### src/rtl/bfp_pkg.sv
// ----------------------------------------------------------------------------
// bfp_pkg
// Shared types, codes and helpers for the bitcode field packer.
// ----------------------------------------------------------------------------
package bfp_pkg;

  // Request operation codes
  localparam logic [3:0] OP_B        = 4'd0;
  localparam logic [3:0] OP_BB       = 4'd1;
  localparam logic [3:0] OP_RC       = 4'd2;
  localparam logic [3:0] OP_RS       = 4'd3;
  localparam logic [3:0] OP_RL       = 4'd4;
  localparam logic [3:0] OP_RD       = 4'd5;
  localparam logic [3:0] OP_BS       = 4'd6;
  localparam logic [3:0] OP_BL       = 4'd7;
  localparam logic [3:0] OP_BD       = 4'd8;
  localparam logic [3:0] OP_MC       = 4'd9;
  localparam logic [3:0] OP_MS       = 4'd10;
  localparam logic [3:0] OP_H        = 4'd11;
  localparam logic [3:0] OP_CRC_INIT = 4'd12;
  localparam logic [3:0] OP_CRC_EMIT = 4'd13;
  localparam logic [3:0] OP_ALIGN    = 4'd14;

  localparam logic [15:0] CRC_POLY = 16'hA001;

  typedef enum logic [2:0] {
    ST_IDLE,
    ST_DISPATCH,
    ST_ERR,
    ST_PREFIX,
    ST_PAD,
    ST_BYTES
  } state_t;

  // Controller to datapath
  typedef struct packed {
    logic load;
    logic prefix;
    logic pad;
    logic byte_step;
    logic err;
  } cmd_t;

  // Datapath to controller
  typedef struct packed {
    logic err;
    logic has_prefix;
    logic pad;
    logic has_bytes;
    logic last_byte;
    logic out_free;
  } status_t;

  // One byte through the reflected CRC-16
  function automatic logic [15:0] crc_byte(input logic [15:0] crc, input logic [7:0] b);
    logic [15:0] x;
    x = crc ^ {8'h00, b};
    for (int k = 0; k < 8; k++) begin
      x = x[0] ? ((x >> 1) ^ CRC_POLY) : (x >> 1);
    end
    return x;
  endfunction

endpackage

### src/rtl/bfp_ctrl.sv
// ----------------------------------------------------------------------------
// bfp_ctrl
// Sequencer: walks each request through its error, prefix or pad phase and its byte phase.
// ----------------------------------------------------------------------------
module bfp_ctrl (
  input  logic              clk,
  input  logic              rst_n,
  input  logic              in_valid,
  output logic              in_stall,
  input  bfp_pkg::status_t  sts,
  output bfp_pkg::cmd_t     cmd
);

  bfp_pkg::state_t state_r, state_nxt;

  // State register
  always_ff @(posedge clk) begin
    if (!rst_n) begin
      state_r <= bfp_pkg::ST_IDLE;
    end else begin
      state_r <= state_nxt;
    end
  end

  // Next state and commands
  always_comb begin
    state_nxt = state_r;
    cmd       = '0;
    in_stall  = 1'b1;
    unique case (state_r)
      bfp_pkg::ST_IDLE: begin
        in_stall = 1'b0;
        if (in_valid) begin
          cmd.load  = 1'b1;
          state_nxt = bfp_pkg::ST_DISPATCH;
        end
      end
      bfp_pkg::ST_DISPATCH: begin
        if (sts.err)             state_nxt = bfp_pkg::ST_ERR;
        else if (sts.has_prefix) state_nxt = bfp_pkg::ST_PREFIX;
        else if (sts.pad)        state_nxt = bfp_pkg::ST_PAD;
        else if (sts.has_bytes)  state_nxt = bfp_pkg::ST_BYTES;
        else                     state_nxt = bfp_pkg::ST_IDLE;
      end
      bfp_pkg::ST_ERR: begin
        if (sts.out_free) begin
          cmd.err   = 1'b1;
          state_nxt = bfp_pkg::ST_IDLE;
        end
      end
      bfp_pkg::ST_PREFIX: begin
        if (sts.out_free) begin
          cmd.prefix = 1'b1;
          state_nxt  = sts.has_bytes ? bfp_pkg::ST_BYTES : bfp_pkg::ST_IDLE;
        end
      end
      bfp_pkg::ST_PAD: begin
        if (sts.out_free) begin
          cmd.pad   = 1'b1;
          state_nxt = sts.has_bytes ? bfp_pkg::ST_BYTES : bfp_pkg::ST_IDLE;
        end
      end
      bfp_pkg::ST_BYTES: begin
        if (sts.out_free) begin
          cmd.byte_step = 1'b1;
          if (sts.last_byte) state_nxt = bfp_pkg::ST_IDLE;
        end
      end
      default: state_nxt = bfp_pkg::ST_IDLE;
    endcase
  end

endmodule

### src/rtl/bfp_dp.sv
// ----------------------------------------------------------------------------
// bfp_dp
// Datapath: request decode, bit packer, CRC-16 and output register.
// ----------------------------------------------------------------------------
module bfp_dp (
  input  logic              clk,
  input  logic              rst_n,
  input  logic [3:0]        in_operation,
  input  logic [63:0]       in_value,
  input  logic [3:0]        in_handle_code,
  input  logic              out_stall,
  output logic              out_valid,
  output logic [7:0]        out_byte,
  output logic              out_last_of_run,
  output logic              out_range_error,
  input  bfp_pkg::cmd_t     cmd,
  output bfp_pkg::status_t  sts
);

  // Packer and CRC state
  logic [7:0]  partial_r, partial_nxt;
  logic [2:0]  bitpos_r, bitpos_nxt;
  logic [15:0] crc_r, crc_nxt;
  logic        crc_run_r, crc_run_nxt;

  // Latched request
  logic [63:0] bytes_r, bytes_nxt;
  logic [3:0]  nbytes_r, nbytes_nxt;
  logic [1:0]  pre_n_r, pre_n_nxt;
  logic [1:0]  pre_bits_r, pre_bits_nxt;
  logic        pad_r, pad_nxt;
  logic        crc_emit_r, crc_emit_nxt;
  logic        err_r, err_nxt;

  // Output register
  logic        out_valid_r, out_valid_nxt;
  logic [7:0]  out_byte_r, out_byte_nxt;
  logic        out_last_r, out_last_nxt;
  logic        out_err_r, out_err_nxt;

  // Decode scratch
  logic [63:0] d_bytes;
  logic [3:0]  d_nbytes;
  logic [1:0]  d_pre_n, d_pre_bits;
  logic        d_pad, d_crc_emit, d_err;
  logic [31:0] mc_mag;
  logic [2:0]  mc_ng;
  logic [7:0]  mc_b0, mc_b1, mc_b2, mc_b3;
  logic [2:0]  h_size;
  logic [7:0]  h_hdr;
  logic [29:0] ms_v;

  // Packer scratch
  logic [15:0] win;
  logic [4:0]  sum;
  logic [4:0]  shamt;
  logic        emit;
  logic [7:0]  emit_byte;
  logic        emit_last;

  // Request decode into prefix bits, byte list, pad flag, CRC emit flag and error flag
  always_comb begin
    d_bytes    = '0;
    d_nbytes   = '0;
    d_pre_n    = '0;
    d_pre_bits = '0;
    d_pad      = 1'b0;
    d_crc_emit = 1'b0;
    d_err      = 1'b0;

    mc_mag = in_value[31] ? (32'd0 - in_value[31:0]) : in_value[31:0];
    if (mc_mag[31:20] != '0)      mc_ng = 3'd4;
    else if (mc_mag[31:13] != '0) mc_ng = 3'd3;
    else if (mc_mag[31:6] != '0)  mc_ng = 3'd2;
    else                          mc_ng = 3'd1;
    mc_b0 = {(mc_ng > 3'd1), mc_mag[6]  | ((mc_ng == 3'd1) & in_value[31]), mc_mag[5:0]};
    mc_b1 = {(mc_ng > 3'd2), mc_mag[13] | ((mc_ng == 3'd2) & in_value[31]), mc_mag[12:7]};
    mc_b2 = {(mc_ng > 3'd3), mc_mag[20] | ((mc_ng == 3'd3) & in_value[31]), mc_mag[19:14]};
    mc_b3 = {1'b0,           mc_mag[27] | ((mc_ng == 3'd4) & in_value[31]), mc_mag[26:21]};

    if (in_value[31:24] != '0)      h_size = 3'd4;
    else if (in_value[23:16] != '0) h_size = 3'd3;
    else if (in_value[15:8] != '0)  h_size = 3'd2;
    else if (in_value[7:0] != '0)   h_size = 3'd1;
    else                            h_size = 3'd0;
    h_hdr = {in_handle_code, 1'b0, h_size};

    ms_v = in_value[29:0];

    case (in_operation)
      bfp_pkg::OP_B: begin
        d_pre_n = 2'd1; d_pre_bits = {1'b0, in_value[0]};
      end
      bfp_pkg::OP_BB: begin
        d_pre_n = 2'd2; d_pre_bits = in_value[1:0];
      end
      bfp_pkg::OP_RC: begin
        d_bytes = in_value; d_nbytes = 4'd1;
      end
      bfp_pkg::OP_RS: begin
        d_bytes = in_value; d_nbytes = 4'd2;
      end
      bfp_pkg::OP_RL: begin
        d_bytes = in_value; d_nbytes = 4'd4;
      end
      bfp_pkg::OP_RD: begin
        d_bytes = in_value; d_nbytes = 4'd8;
      end
      bfp_pkg::OP_BS: begin
        d_pre_n = 2'd2;
        d_bytes = {48'd0, in_value[15:0]};
        if (in_value[15:0] == 16'd0) d_pre_bits = 2'd2;
        else if (in_value[15:0] == 16'd256) d_pre_bits = 2'd3;
        else if (in_value[15:8] == 8'd0) begin
          d_pre_bits = 2'd1; d_nbytes = 4'd1;
        end else begin
          d_pre_bits = 2'd0; d_nbytes = 4'd2;
        end
      end
      bfp_pkg::OP_BL: begin
        d_pre_n = 2'd2;
        d_bytes = {32'd0, in_value[31:0]};
        if (in_value[31:0] == 32'd0) d_pre_bits = 2'd2;
        else if (in_value[31:8] == 24'd0) begin
          d_pre_bits = 2'd1; d_nbytes = 4'd1;
        end else begin
          d_pre_bits = 2'd0; d_nbytes = 4'd4;
        end
      end
      bfp_pkg::OP_BD: begin
        d_pre_n = 2'd2;
        d_bytes = in_value;
        if (in_value[62:0] == 63'd0) d_pre_bits = 2'd2;
        else if (in_value == 64'h3FF0_0000_0000_0000) d_pre_bits = 2'd1;
        else begin
          d_pre_bits = 2'd0; d_nbytes = 4'd8;
        end
      end
      bfp_pkg::OP_MC: begin
        if (mc_mag[31:27] != '0) d_err = 1'b1;
        else begin
          d_bytes  = {32'd0, mc_b3, mc_b2, mc_b1, mc_b0};
          d_nbytes = {1'b0, mc_ng};
        end
      end
      bfp_pkg::OP_MS: begin
        if (ms_v[29:15] == '0) begin
          d_bytes = {48'd0, ms_v[15:0]}; d_nbytes = 4'd2;
        end else begin
          d_bytes  = {32'd0, 1'b0, ms_v[29:15], 1'b1, ms_v[14:0]};
          d_nbytes = 4'd4;
        end
      end
      bfp_pkg::OP_H: begin
        d_nbytes = {1'b0, h_size} + 4'd1;
        case (h_size)
          3'd1: d_bytes = {48'd0, in_value[7:0], h_hdr};
          3'd2: d_bytes = {40'd0, in_value[7:0], in_value[15:8], h_hdr};
          3'd3: d_bytes = {32'd0, in_value[7:0], in_value[15:8], in_value[23:16], h_hdr};
          3'd4: d_bytes = {24'd0, in_value[7:0], in_value[15:8], in_value[23:16],
                           in_value[31:24], h_hdr};
          default: d_bytes = {56'd0, h_hdr};
        endcase
      end
      bfp_pkg::OP_CRC_EMIT: begin
        d_pad = 1'b1; d_crc_emit = 1'b1; d_nbytes = 4'd2;
      end
      bfp_pkg::OP_ALIGN: d_pad = 1'b1;
      default: ;
    endcase
  end

  // Packer step: merge prefix bits, pad, or one whole byte
  always_comb begin
    partial_nxt  = partial_r;
    bitpos_nxt   = bitpos_r;
    crc_nxt      = crc_r;
    crc_run_nxt  = crc_run_r;
    bytes_nxt    = bytes_r;
    nbytes_nxt   = nbytes_r;
    pre_n_nxt    = pre_n_r;
    pre_bits_nxt = pre_bits_r;
    pad_nxt      = pad_r;
    crc_emit_nxt = crc_emit_r;
    err_nxt      = err_r;
    emit         = 1'b0;
    emit_byte    = '0;
    emit_last    = 1'b0;
    win          = '0;
    sum          = {2'b0, bitpos_r} + {3'b0, pre_n_r};
    shamt        = 5'd16 - sum;

    if (cmd.load) begin
      bytes_nxt    = d_bytes;
      nbytes_nxt   = d_nbytes;
      pre_n_nxt    = d_pre_n;
      pre_bits_nxt = d_pre_bits;
      pad_nxt      = d_pad;
      crc_emit_nxt = d_crc_emit;
      err_nxt      = d_err;
      if (in_operation == bfp_pkg::OP_CRC_INIT) begin
        crc_nxt     = in_value[15:0];
        crc_run_nxt = 1'b1;
      end
    end

    if (cmd.prefix) begin
      win = {partial_r, 8'h00} | ({14'd0, pre_bits_r} << shamt);
      if (sum >= 5'd8) begin
        emit        = 1'b1;
        emit_byte   = win[15:8];
        emit_last   = (nbytes_r == '0);
        partial_nxt = win[7:0];
        bitpos_nxt  = sum[2:0];
      end else begin
        partial_nxt = win[15:8];
        bitpos_nxt  = sum[2:0];
      end
    end

    if (cmd.pad) begin
      if (bitpos_r != '0) begin
        emit        = 1'b1;
        emit_byte   = partial_r;
        emit_last   = (nbytes_r == '0);
        partial_nxt = '0;
        bitpos_nxt  = '0;
      end
      if (crc_emit_r) begin
        crc_nxt = (crc_run_r && bitpos_r != '0) ? bfp_pkg::crc_byte(crc_r, partial_r)
                                                : crc_r;
        crc_run_nxt = 1'b0;
        bytes_nxt   = {48'd0, crc_nxt[7:0], crc_nxt[15:8]};
      end
    end

    if (cmd.byte_step) begin
      win         = {partial_r, 8'h00} | ({bytes_r[7:0], 8'h00} >> bitpos_r);
      emit        = 1'b1;
      emit_byte   = win[15:8];
      emit_last   = (nbytes_r == 4'd1);
      partial_nxt = win[7:0];
      bytes_nxt   = bytes_r >> 8;
      nbytes_nxt  = nbytes_r - 4'd1;
    end

    // Running CRC over emitted stream bytes (pad for CRC emit handled above)
    if (emit && crc_run_r && !(cmd.pad && crc_emit_r)) begin
      crc_nxt = bfp_pkg::crc_byte(crc_r, emit_byte);
    end
  end

  // Output register next value
  always_comb begin
    out_byte_nxt = out_byte_r;
    out_last_nxt = out_last_r;
    out_err_nxt  = out_err_r;
    if (cmd.err) begin
      out_valid_nxt = 1'b1;
      out_byte_nxt  = '0;
      out_last_nxt  = 1'b1;
      out_err_nxt   = 1'b1;
    end else if (emit) begin
      out_valid_nxt = 1'b1;
      out_byte_nxt  = emit_byte;
      out_last_nxt  = emit_last;
      out_err_nxt   = 1'b0;
    end else begin
      out_valid_nxt = out_valid_r && out_stall;
    end
  end

  // Control registers
  always_ff @(posedge clk) begin
    if (!rst_n) begin
      partial_r   <= '0;
      bitpos_r    <= '0;
      crc_r       <= '0;
      crc_run_r   <= 1'b0;
      out_valid_r <= 1'b0;
    end else begin
      partial_r   <= partial_nxt;
      bitpos_r    <= bitpos_nxt;
      crc_r       <= crc_nxt;
      crc_run_r   <= crc_run_nxt;
      out_valid_r <= out_valid_nxt;
    end
  end

  // Payload registers
  always_ff @(posedge clk) begin
    bytes_r    <= bytes_nxt;
    nbytes_r   <= nbytes_nxt;
    pre_n_r    <= pre_n_nxt;
    pre_bits_r <= pre_bits_nxt;
    pad_r      <= pad_nxt;
    crc_emit_r <= crc_emit_nxt;
    err_r      <= err_nxt;
    out_byte_r <= out_byte_nxt;
    out_last_r <= out_last_nxt;
    out_err_r  <= out_err_nxt;
  end

  assign sts.err        = err_r;
  assign sts.has_prefix = (pre_n_r != '0);
  assign sts.pad        = pad_r;
  assign sts.has_bytes  = (nbytes_r != '0);
  assign sts.last_byte  = (nbytes_r == 4'd1);
  assign sts.out_free   = !out_valid_r || !out_stall;

  assign out_valid       = out_valid_r;
  assign out_byte        = out_byte_r;
  assign out_last_of_run = out_last_r;
  assign out_range_error = out_err_r;

endmodule

### src/rtl/bitcode_field_packer_crc16.sv
// ----------------------------------------------------------------------------
// bitcode_field_packer_crc16
// Packs bitcode field-write requests MSB-first into bytes with a running CRC-16.
// ----------------------------------------------------------------------------
//  channel  | handshake          | payload
//  ---------+--------------------+------------------------------------------
//  in       | in_valid/in_stall  | in_operation, in_value, in_handle_code
//  out      | out_valid/out_stall| out_byte, out_last_of_run, out_range_error
//
//  A request passes through the idle and dispatch states, then at most one of the
//  prefix, pad or error phases and one byte step per byte (up to 8), bitdouble with its
//  prefix being the longest; the sequencer steps one byte per cycle, while the output
//  is not stalled, through the single packer and CRC unit.
//  Reset is synchronous, active low, and clears packer, CRC and control state.
//  Output stall holds the sequencer wherever a byte is due to be emitted.
module bitcode_field_packer_crc16 (
  input  logic        clk,
  input  logic        rst_n,
  input  logic        in_valid,
  output logic        in_stall,
  input  logic [3:0]  in_operation,
  input  logic [63:0] in_value,
  input  logic [3:0]  in_handle_code,
  output logic        out_valid,
  input  logic        out_stall,
  output logic [7:0]  out_byte,
  output logic        out_last_of_run,
  output logic        out_range_error
);

  bfp_pkg::cmd_t    cmd;
  bfp_pkg::status_t sts;

  bfp_ctrl u_ctrl (
    .clk      (clk),
    .rst_n    (rst_n),
    .in_valid (in_valid),
    .in_stall (in_stall),
    .sts      (sts),
    .cmd      (cmd)
  );

  bfp_dp u_dp (
    .clk             (clk),
    .rst_n           (rst_n),
    .in_operation    (in_operation),
    .in_value        (in_value),
    .in_handle_code  (in_handle_code),
    .out_stall       (out_stall),
    .out_valid       (out_valid),
    .out_byte        (out_byte),
    .out_last_of_run (out_last_of_run),
    .out_range_error (out_range_error),
    .cmd             (cmd),
    .sts             (sts)
  );

endmodule

### config.mk
export PLATFORM = sky130hd
export DESIGN_NAME = bitcode_field_packer_crc16
export DESIGN_NICKNAME = d
export VERILOG_FILES = /design/src/rtl/bfp_pkg.sv /design/src/rtl/bfp_ctrl.sv /design/src/rtl/bfp_dp.sv /design/src/rtl/bitcode_field_packer_crc16.sv
export SDC_FILE = /design/constraint.sdc
export NUM_CORES = 1
export LEC_CHECK = 0
export ABC_AREA = 1
export BUFFER_PORTS_ARGS = -buffer_cell sky130_fd_sc_hd__buf_2
export CAP_MARGIN = 10
export CORE_MARGIN = 3
export CORE_UTILIZATION = 34
export DETAILED_ROUTE_END_ITERATION = 10
export GPL_TIMING_DRIVEN = 0
export SYNTH_ARGS = -nofsm -noshare
export SYNTH_HDL_FRONTEND = slang
export SYNTH_HIERARCHICAL = 1
export SYNTH_SLANG_ARGS = --single-unit
### constraint.sdc
create_clock -name clk -period 3.62 [get_ports clk]
set_input_delay 0.543 -clock clk [delete_from_list [all_inputs] [get_ports clk]]
set_output_delay 0.543 -clock clk [all_outputs]
set_load 0.01 [all_outputs]
==> Flow_metrics.wiki, run 1 <==
{| class="wikitable"
! Metric !! Value
|-
| Number of top-level pins || 88
|-
| Min Clock Period, post-route || 3480 ps
|-
| Fraction of synthesized cell area taken by the top area cell type || 0.223
|-
| Clock Skews || 11.2 ps
|-
| Setup crit start kind || input port
|-
| Detailed-route DRC error count || 0
|-
| Detailed placer's ending HPWL || 31.2 mm
|-
| Ant diodes || 0
|-
| Vias per Instance || 5.51
|-
| Starting utilization of the core area || 0.349
|-
| Run status || finished, final reports clean
|-
| Clock input transition at the sequential cells of the worst setup and hold paths || 60 ps
|-
| Final weighted congestion in routability-driven placement || 0.991
|-
| Worst min path class || in -> reg
|-
| Buffer type at the clock tree root || sky130_fd_sc_hd__clkbuf_16
|-
| Number of hold-slack violations in the final timing report || 0
|-
| Cell breakdown of the critical path || buf_2, inv_2, ha_1, nand2_2, nor2_4, inv_2, nor2_8, inv_1, nand2_1, a21oi_2, ha_1, ha_1, nand2_1, o22ai_1, nand2_1, o221ai_1, o21bai_1, mux2i_1, o21ai_1
|-
| Largest net degree at the start of global routing || 17
|-
| Peak per-stage delay on the critical path || 460 ps
|-
| Sequential-to-total area share from yosys stat || 0.258
|-
| Setup repair after global routing missed its margin || true
|-
| Deepest level of the CTS H-tree || 4
|-
| Max-cap violations || 0
|-
| Later-pin clock latency in the skew report || 420 ps
|-
| Post-route clock period utilization || 0.961
|-
| Number of instances in the synthesized netlist || 1557
|-
| Fin. max-slew vios || 0
|-
| Starting DRC count in detailed routing || 1203
|-
| Number of antenna violations at the first check in global routing || 1
|-
| Maximum buffer depth of the clock tree || 2
|-
| Post-Synthesis Mean Instance Area || 6.11 um^2
|-
| Worst hold margin || 423 ps
|-
| Number of global-route vias before repair || 10700
|-
| Largest vdd supply drop || 0.000360 V
|-
| Required time reported for the critical path endpoint || 3980 ps
|-
| Post-Synthesis Net Count || 1645
|-
| Highest-delay cell along the critical path || sky130_fd_sc_hd__ha_1
|-
| Prevailing post-synth register cell || sky130_fd_sc_hd__dfxtp_1
|-
| Final global-route overflow total || 0
|-
| Die height || 173 um
|-
| Proportion of synthesized flip-flops having asynchronous set or reset || 0
|-
| Seq cells post-synth || 117
|-
| Critical path fanouts, max || 8
|-
| Category of the worst setup path capture point || register
|-
| Distinct cells, synth || 63
|-
| Per-cell routed wire length || 19.1 um
|-
| Rows || 60
|-
| Vias || 11300
|-
| Leakage power total || 5.07 nW
|-
| Total wire length after detailed routing || 39.1 mm
|-
| Area grow syn2layout || 17.2%
|-
| Slew @ Worst Pin || 1420 ps
|-
| First-pass GRT wire length || 59.9 mm
|-
| Total power per unit cell area || 568 mW/mm^2
|-
| Die X-Extent || 173 um
|-
| Category of the critical setup timing path || in -> reg
|-
| Peak clock frequency supported by timing || 287 MHz
|-
| Area of the placeable core || 0.0273 mm^2
|-
| Worst rel slew slack || 0.0434
|-
| Detail Route Antenna Nets || 0
|-
| CP top delay family || compound AO/OA/AOI/OAI gates
|-
| Cell area after placement || 0.0104 mm^2
|-
| Clock net sink count || 117
|-
| PortBufs || 86
|-
| Cell type with the highest aggregate area in the netlist || sky130_fd_sc_hd__dfxtp_1
|-
| TritonCTS clock tree || built
|-
| Number of buffers and inverters on the critical path || 4
|-
| EDFF count, synth || 11
|-
| Most area-consuming cells after synthesis || sky130_fd_sc_hd__dfxtp_1 22%, sky130_fd_sc_hd__nand2_1 17%, sky130_fd_sc_hd__o21ai_0 7.5%
|-
| All-layer global routing usage || 0.253
|-
| Final Net Count || 1750
|-
| Num CTS Buffers || 17
|-
| Arrival time worst endpoint || 3840 ps
|-
| Final setup fails || 0
|-
| Fraction of layout instances using a drive strength above 1 || 0.132
|-
| Post-synthesis instance area || 0.00952 mm^2
|-
| Post-route cell area || 0.0112 mm^2
|-
| Number of search-and-repair iterations in the first detailed-routing pass || 6
|-
| Synth warnings || 6
|-
| Die footprint || 0.0300 mm^2
|}
-- final timing paths --
| check | startpoint | end | slack (ps) | cells after the start |
|---|---|---|---|---|
| hold reg to reg | u_dp/out_range_error | u_dp/out_range_error | 450 | 2 |
| hold / removal | in_value[48] | u_dp/bytes_r[48] | 420 | 3 |
| setup reg to reg | u_dp/pre_n_r[0] | u_dp/crc_r[0] | 230 | 23 |
| setup / recovery | in_value[0] | u_dp/bytes_r[25] | 140 | 19 |
-- cell type report --
cell class | instances | area [um^2]
buffer | 59 | 265
clock buffer | 18 | 429
clock inverter | 14 | 178
fill | 2975 | 16100
inverter | 203 | 771
multi-input combinational | 1175 | 6140
sequential | 117 | 2460
tap | 372 | 465
timing repair buffer | 89 | 453
-- per-stage QoR --
step                      total power, mW  utilization  setup TNS [ps]  setup WS, ps  cells
after floorplan                      3.73            -               0           370   1557
after global placement               4.40        0.382           -6170          -438   2015
after detailed placement             4.45        0.382           -5870          -494   2015
after CTS                            6.22        0.405               0          20.2   2047
after global routing                 6.78        0.409           -57.8         -57.8   2047
final                                6.33        0.409               0           140   2047
-- cells in the final DEF, fill, tap and decap left out, types with 8 or more instances in the layout --
cell / count
sky130_fd_sc_hd__nor2_2: 9
sky130_fd_sc_hd__buf_2: 93
sky130_fd_sc_hd__a211oi_1: 9
sky130_fd_sc_hd__inv_1: 182
sky130_fd_sc_hd__a22oi_1: 20
sky130_fd_sc_hd__clkbuf_16: 17
sky130_fd_sc_hd__nand4_1: 15
sky130_fd_sc_hd__o221ai_1: 18
sky130_fd_sc_hd__o22ai_1: 29
sky130_fd_sc_hd__xor2_1: 33
sky130_fd_sc_hd__o211ai_1: 13
sky130_fd_sc_hd__a21oi_1: 92
sky130_fd_sc_hd__ha_1: 10
sky130_fd_sc_hd__edfxtp_1: 11
sky130_fd_sc_hd__inv_2: 13
sky130_fd_sc_hd__nand3_1: 96
sky130_fd_sc_hd__nand2_1: 416
sky130_fd_sc_hd__clkbuf_1: 43
sky130_fd_sc_hd__or2_2: 8
sky130_fd_sc_hd__nor2_1: 112
sky130_fd_sc_hd__o21ai_0: 140
sky130_fd_sc_hd__o21ai_1: 16
sky130_fd_sc_hd__nand2_2: 23
sky130_fd_sc_hd__a31oi_1: 17
sky130_fd_sc_hd__mux2i_1: 13
sky130_fd_sc_hd__dfxtp_1: 104
sky130_fd_sc_hd__nor3_1: 11
-- cell usage after synthesis (17+ instances only) --
| library cell | number |
|---|---|
| sky130_fd_sc_hd__a22oi_1 | 20 |
| sky130_fd_sc_hd__nand2_1 | 433 |
| sky130_fd_sc_hd__a31oi_1 | 17 |
| sky130_fd_sc_hd__nor2_1 | 116 |
| sky130_fd_sc_hd__inv_1 | 184 |
| sky130_fd_sc_hd__clkbuf_1 | 45 |
| sky130_fd_sc_hd__dfxtp_1 | 106 |
| sky130_fd_sc_hd__o22ai_1 | 29 |
| sky130_fd_sc_hd__o221ai_1 | 18 |
| sky130_fd_sc_hd__a21oi_1 | 93 |
| sky130_fd_sc_hd__o21ai_0 | 142 |
| sky130_fd_sc_hd__xor2_1 | 33 |
| sky130_fd_sc_hd__nand3_1 | 96 |
-- logic make-up (layout without fill, tap and decap cells) --
family	Yosys count	after routing	share of synthesized area
mux	13	13	0.0137
fa+ha+maj	12	12	0.0166
xor+xnor	41	41	0.0385
simple gates	722	722	0.323
compound gates	387	387	0.241
buf+inv	265	383	0.109
flops	117	117	0.258
-- sequential cells by signal, summed over array words and instances (netlist names) --
register	cells
u_dp/pre_bits_r	2
u_ctrl/state_r	3
u_dp/nbytes_r	4
u_dp/bitpos_r	3
u_dp/pad_r	1
u_dp/crc_emit_r	1
u_dp/pre_n_r	2
u_dp/err_r	1
u_dp/out_last_of_run	1
u_dp/crc_r	16
u_dp/bytes_r	64
u_dp/out_byte	8
u_dp/partial_r	8
u_dp/crc_run_r	1
u_dp/out_range_error	1
u_dp/out_valid	1
-- worst reg2reg max path, cell delays in order, from the launching register on --
cell and delay, ps:
sky130_fd_sc_hd__edfxtp_1 420, sky130_fd_sc_hd__ha_1 220, sky130_fd_sc_hd__inv_1 90, sky130_fd_sc_hd__fa_2 470, sky130_fd_sc_hd__ha_4 320, sky130_fd_sc_hd__inv_1 50
sky130_fd_sc_hd__nor2_1 140, sky130_fd_sc_hd__nand3_1 90, sky130_fd_sc_hd__nand2_1 70, sky130_fd_sc_hd__nand3_1 90, sky130_fd_sc_hd__nand2_1 110, sky130_fd_sc_hd__nand2_1 60
sky130_fd_sc_hd__nand2_1 100, sky130_fd_sc_hd__nand3_1 180, sky130_fd_sc_hd__nand2_2 160, sky130_fd_sc_hd__nand2_1 80, sky130_fd_sc_hd__nand3_1 110, sky130_fd_sc_hd__nand2_1 80
sky130_fd_sc_hd__nand2_2 80, sky130_fd_sc_hd__nand3_1 90, sky130_fd_sc_hd__nand3_1 100, sky130_fd_sc_hd__nand3_1 70, sky130_fd_sc_hd__nand2_1 70, sky130_fd_sc_hd__inv_1 40
-- power breakdown --
| group | switching [mW] | total (mW) | internal (mW) |
|---|---|---|---|
| logic | 1.61 | 2.50 | 0.891 |
| registers | 0.288 | 2.08 | 1.79 |
| clock network | 0.662 | 1.75 | 1.09 |
-- metal layers --
layer  global-route usage  wire length, um  up-vias
li1                     -                -     5427
met1                0.347            17800     5255
met2                0.398            17300      523
met3               0.0499             2940       75
met4               0.0818             1010        0
met5                    0                0        -
-- what timing repair did --
item	in CTS	in global routing
pin swaps	0	3
endpoints found under the setup margin	4	22
buffers inserted	1	2
resized for setup	4	39
hold buffers	0	0
Note: power is estimated with default switching activity, not from simulation.
==> run 2, diff against run 1 <==
ABC_AREA = not set   (was 1)
==> run 2 against run 1 <==
  * The flow now finishes with violations (negative setup slack)
  * Critical path depth down 6
  * Core utilization increased by 1.5 points
  * Clock power down 4%
==> Flow_metrics.wiki, run 2 <==
{| class="wikitable"
! Metric !! Value
|-
| Seq cells post-synth || 117
|-
| Worst setup margin || -387 ps
|-
| Clock net sink count || 117
|-
| Hold-fix buffers, CTS || 0
|-
| Setup crit start kind || register
|-
| Most area-consuming cells after synthesis || sky130_fd_sc_hd__dfxtp_1 23%, sky130_fd_sc_hd__nand2_1 6.2%, sky130_fd_sc_hd__xnor2_1 4.9%
|-
| Slew @ Worst Pin || 1340 ps
|-
| Worst setup path startpoint || u_dp/pre_n_r[0]
|-
| Vias || 10400
|-
| Arrival time worst endpoint || 4310 ps
|-
| Area grow syn2layout || 21.8%
|-
| Leakage power total || 4.06 nW
|-
| Basic-gate share of the synthesized area counting and, or, nand and nor cells || 0.225
|-
| Total power per unit cell area || 590 mW/mm^2
|-
| Cell type with the highest aggregate area in the netlist || sky130_fd_sc_hd__dfxtp_1
|-
| Setup repair after global routing missed its margin || true
|-
| Rows || 59
|-
| Run status || finished with violations
|-
| Ant diodes || 0
|-
| Area of the placeable core || 0.0263 mm^2
|-
| Number of antenna violations at the first check in global routing || 1
|-
| Fraction of layout instances using a drive strength above 1 || 0.190
|-
| Critical path fanouts, max || 6
|-
| Worst-case register-to-register setup slack || -390 ps
|-
| Min Clock Period, post-route || 4010 ps
|-
| Number of search-and-repair iterations in the first detailed-routing pass || 9
|-
| Proportion of synthesized flip-flops having asynchronous set or reset || 0
|-
| Fraction of synthesized cell area taken by the top area cell type || 0.232
|-
| Largest vdd supply drop || 0.000416 V
|-
| Worst rel slew slack || 0.0999
|-
| Number of global-route vias before repair || 9877
|-
| Power consumption || 6.58 mW
|-
| Post-Synth XOR/XNOR Area || 0.0752
|-
| Distinct cells, synth || 93
|-
| Vias per Instance || 6.20
|-
| Die X-Extent || 170 um
|-
| Number of instances in the synthesized netlist || 1210
|-
| Violated checks || negative setup slack
|-
| Largest net degree at the start of global routing || 17
|-
| Worst hold margin || 402 ps
|-
| Maximum buffer depth of the clock tree || 2
|-
| Deepest level of the CTS H-tree || 4
|-
| Number of top-level pins || 88
|-
| Number of hold-slack violations in the final timing report || 0
|-
| Prevailing post-synth register cell || sky130_fd_sc_hd__dfxtp_1
|-
| Final setup fails || 3
|-
| Peak clock frequency supported by timing || 250 MHz
|-
| Sequential-to-total area share from yosys stat || 0.268
|-
| Sum Neg Setup Slack || -1000 ps
|-
| Starting utilization of the core area || 0.348
|-
| Worst min path class || in -> reg
|-
| Starting DRC count in detailed routing || 1448
|-
| Detail Route Antenna Nets || 0
|-
| PortBufs || 74
|-
| Category of the critical setup timing path || reg -> reg
|-
| Max reg flops || 64
|-
| Post-route clock period utilization || 1.11
|-
| Registers with the most flip-flops || u_dp/bytes_r: 64 flops, u_dp/crc_r: 16 flops
|-
| Detailed placer's ending HPWL || 27.6 mm
|-
| Startpoint of the lowest-slack hold path || in_value[56]
|-
| TritonCTS clock tree || built
|-
| Category of the worst setup path capture point || register
|-
| Clock input transition at the sequential cells of the worst setup and hold paths || 70 ps
|-
| Most common cell after layout, fill and taps aside || sky130_fd_sc_hd__nand2_1
|-
| Post-Synthesis Mean Instance Area || 7.57 um^2
|-
| Top cells by instance count after synthesis || 151 x sky130_fd_sc_hd__nand2_1, 110 x sky130_fd_sc_hd__nor2_1, 106 x sky130_fd_sc_hd__dfxtp_1
|-
| Total wire length after detailed routing || 36.8 mm
|-
| Final global-route overflow total || 0
|-
| Critical register-to-register path startpoint || u_dp/pre_n_r[0]
|-
| Register with the most flip-flops || u_dp/bytes_r
|-
| Max-cap violations || 0
|-
| Buffer type at the clock tree root || sky130_fd_sc_hd__clkbuf_16
|-
| Post-Synthesis Net Count || 1298
|-
| Die height || 170 um
|-
| Later-pin clock latency in the skew report || 430 ps
|-
| Final Net Count || 1415
|-
| Post-synthesis instance area || 0.00916 mm^2
|-
| Library cell with the highest instance count after synthesis || sky130_fd_sc_hd__nand2_1
|-
| Most frequent cells in the layout || 148 x sky130_fd_sc_hd__nand2_1, 106 x sky130_fd_sc_hd__dfxtp_1, 104 x sky130_fd_sc_hd__nor2_1, 80 x sky130_fd_sc_hd__buf_2, 78 x sky130_fd_sc_hd__a21oi_1
|-
| Fraction of the mapped netlist area in adder cells || 0.0172
|-
| Largest family of logic cells by synthesized area || compound AO/OA/AOI/OAI gates
|-
| Fin. max-slew vios || 0
|-
| Detailed-route DRC error count || 0
|-
| Compound-gate portion of the synthesized area || 0.315
|-
| Die footprint || 0.0289 mm^2
|-
| Synth warnings || 6
|-
| EDFF count, synth || 11
|-
| First-pass GRT wire length || 56.0 mm
|-
| Per-cell routed wire length || 22.0 um
|-
| Num CTS Buffers || 17
|-
| Clock Skews || 11.0 ps
|-
| Required time reported for the critical path endpoint || 3920 ps
|-
| Proportion of synthesized area in mux cells || 0.0355
|-
| Final weighted congestion in routability-driven placement || 0.957
|-
| Pre-CTS setup slack || -957 ps
|-
| All-layer global routing usage || 0.247
|}
## run 2: path summary, 6_finish.rpt
| path | cells after the start | end |
|---|---|---|
| hold / removal | 3 | u_dp/bytes_r[56] |
| setup / recovery | 13 | u_dp/crc_r[0] |
| hold reg to reg | 1 | u_dp/out_range_error |
| setup reg to reg | 13 | u_dp/crc_r[0] |
## run 2: timing repair
action | in CTS | in global routing
endpoints found under the setup margin | 41 | 41
pin swaps | 13 | 28
gates resized for setup | 23 | 49
setup buffers | 12 | 20
## run 2: metrics by stage
stage / instance area (um^2) / std cells / util
after floorplan: 9260 / 1210 / -
after global placement: 10000 / 1619 / 0.382
after detailed placement: 10000 / 1619 / 0.382
after CTS: 10800 / 1659 / 0.411
after global routing: 11100 / 1675 / 0.424
final: 11100 / 1675 / 0.424
## run 2: layout make-up
class / count / area [um^2]
flip-flops and latches: 117 / 2450
well taps: 335 / 419
repair buffers: 106 / 621
inverters: 33 / 136
clock inverters: 14 / 143
clock buffers: 18 / 439
plain buffers: 97 / 474
fillers: 2749 / 15100
multi-input cells: 955 / 6460
## run 2: logic make-up after synthesis
| logic type | after synthesis |
|---|---|
| flops | 117 |
| mux | 27 |
| buf+inv | 138 |
| fa+ha+maj | 12 |
| compound gates | 410 |
| xor+xnor | 75 |
| simple gates | 431 |
## run 2: worst max-delay path, cell delays in order (launching register included)
cell and delay [ps]:
sky130_fd_sc_hd__edfxtp_1 430, sky130_fd_sc_hd__ha_2 230, sky130_fd_sc_hd__inv_2 60, sky130_fd_sc_hd__fa_2 460, sky130_fd_sc_hd__nor2b_1 190, sky130_fd_sc_hd__a211oi_1 480
sky130_fd_sc_hd__o31ai_4 190, sky130_fd_sc_hd__o211ai_1 390, sky130_fd_sc_hd__xor2_1 270, sky130_fd_sc_hd__xnor2_1 200, sky130_fd_sc_hd__xor3_2 350, sky130_fd_sc_hd__xor2_2 180
sky130_fd_sc_hd__and4_1 170, sky130_fd_sc_hd__a311o_1 280
## run 2: power by group
part           internal [mW]  leakage, nW  switching (mW)
clock network          0.982        0.277           0.696
logic                   1.16         2.80            1.69
registers               1.75        0.976           0.300
total                   3.89         4.06            2.68
## run 2: metal layers
layer,wire length (um),track usage,part of all wire,vias up
li1,-,-,-,4751
met1,15700,0.333,0.43,4958
met2,16500,0.387,0.45,560
met3,3240,0.0509,0.088,114
met4,1430,0.0991,0.039,2
met5,13,0,0.00035,-
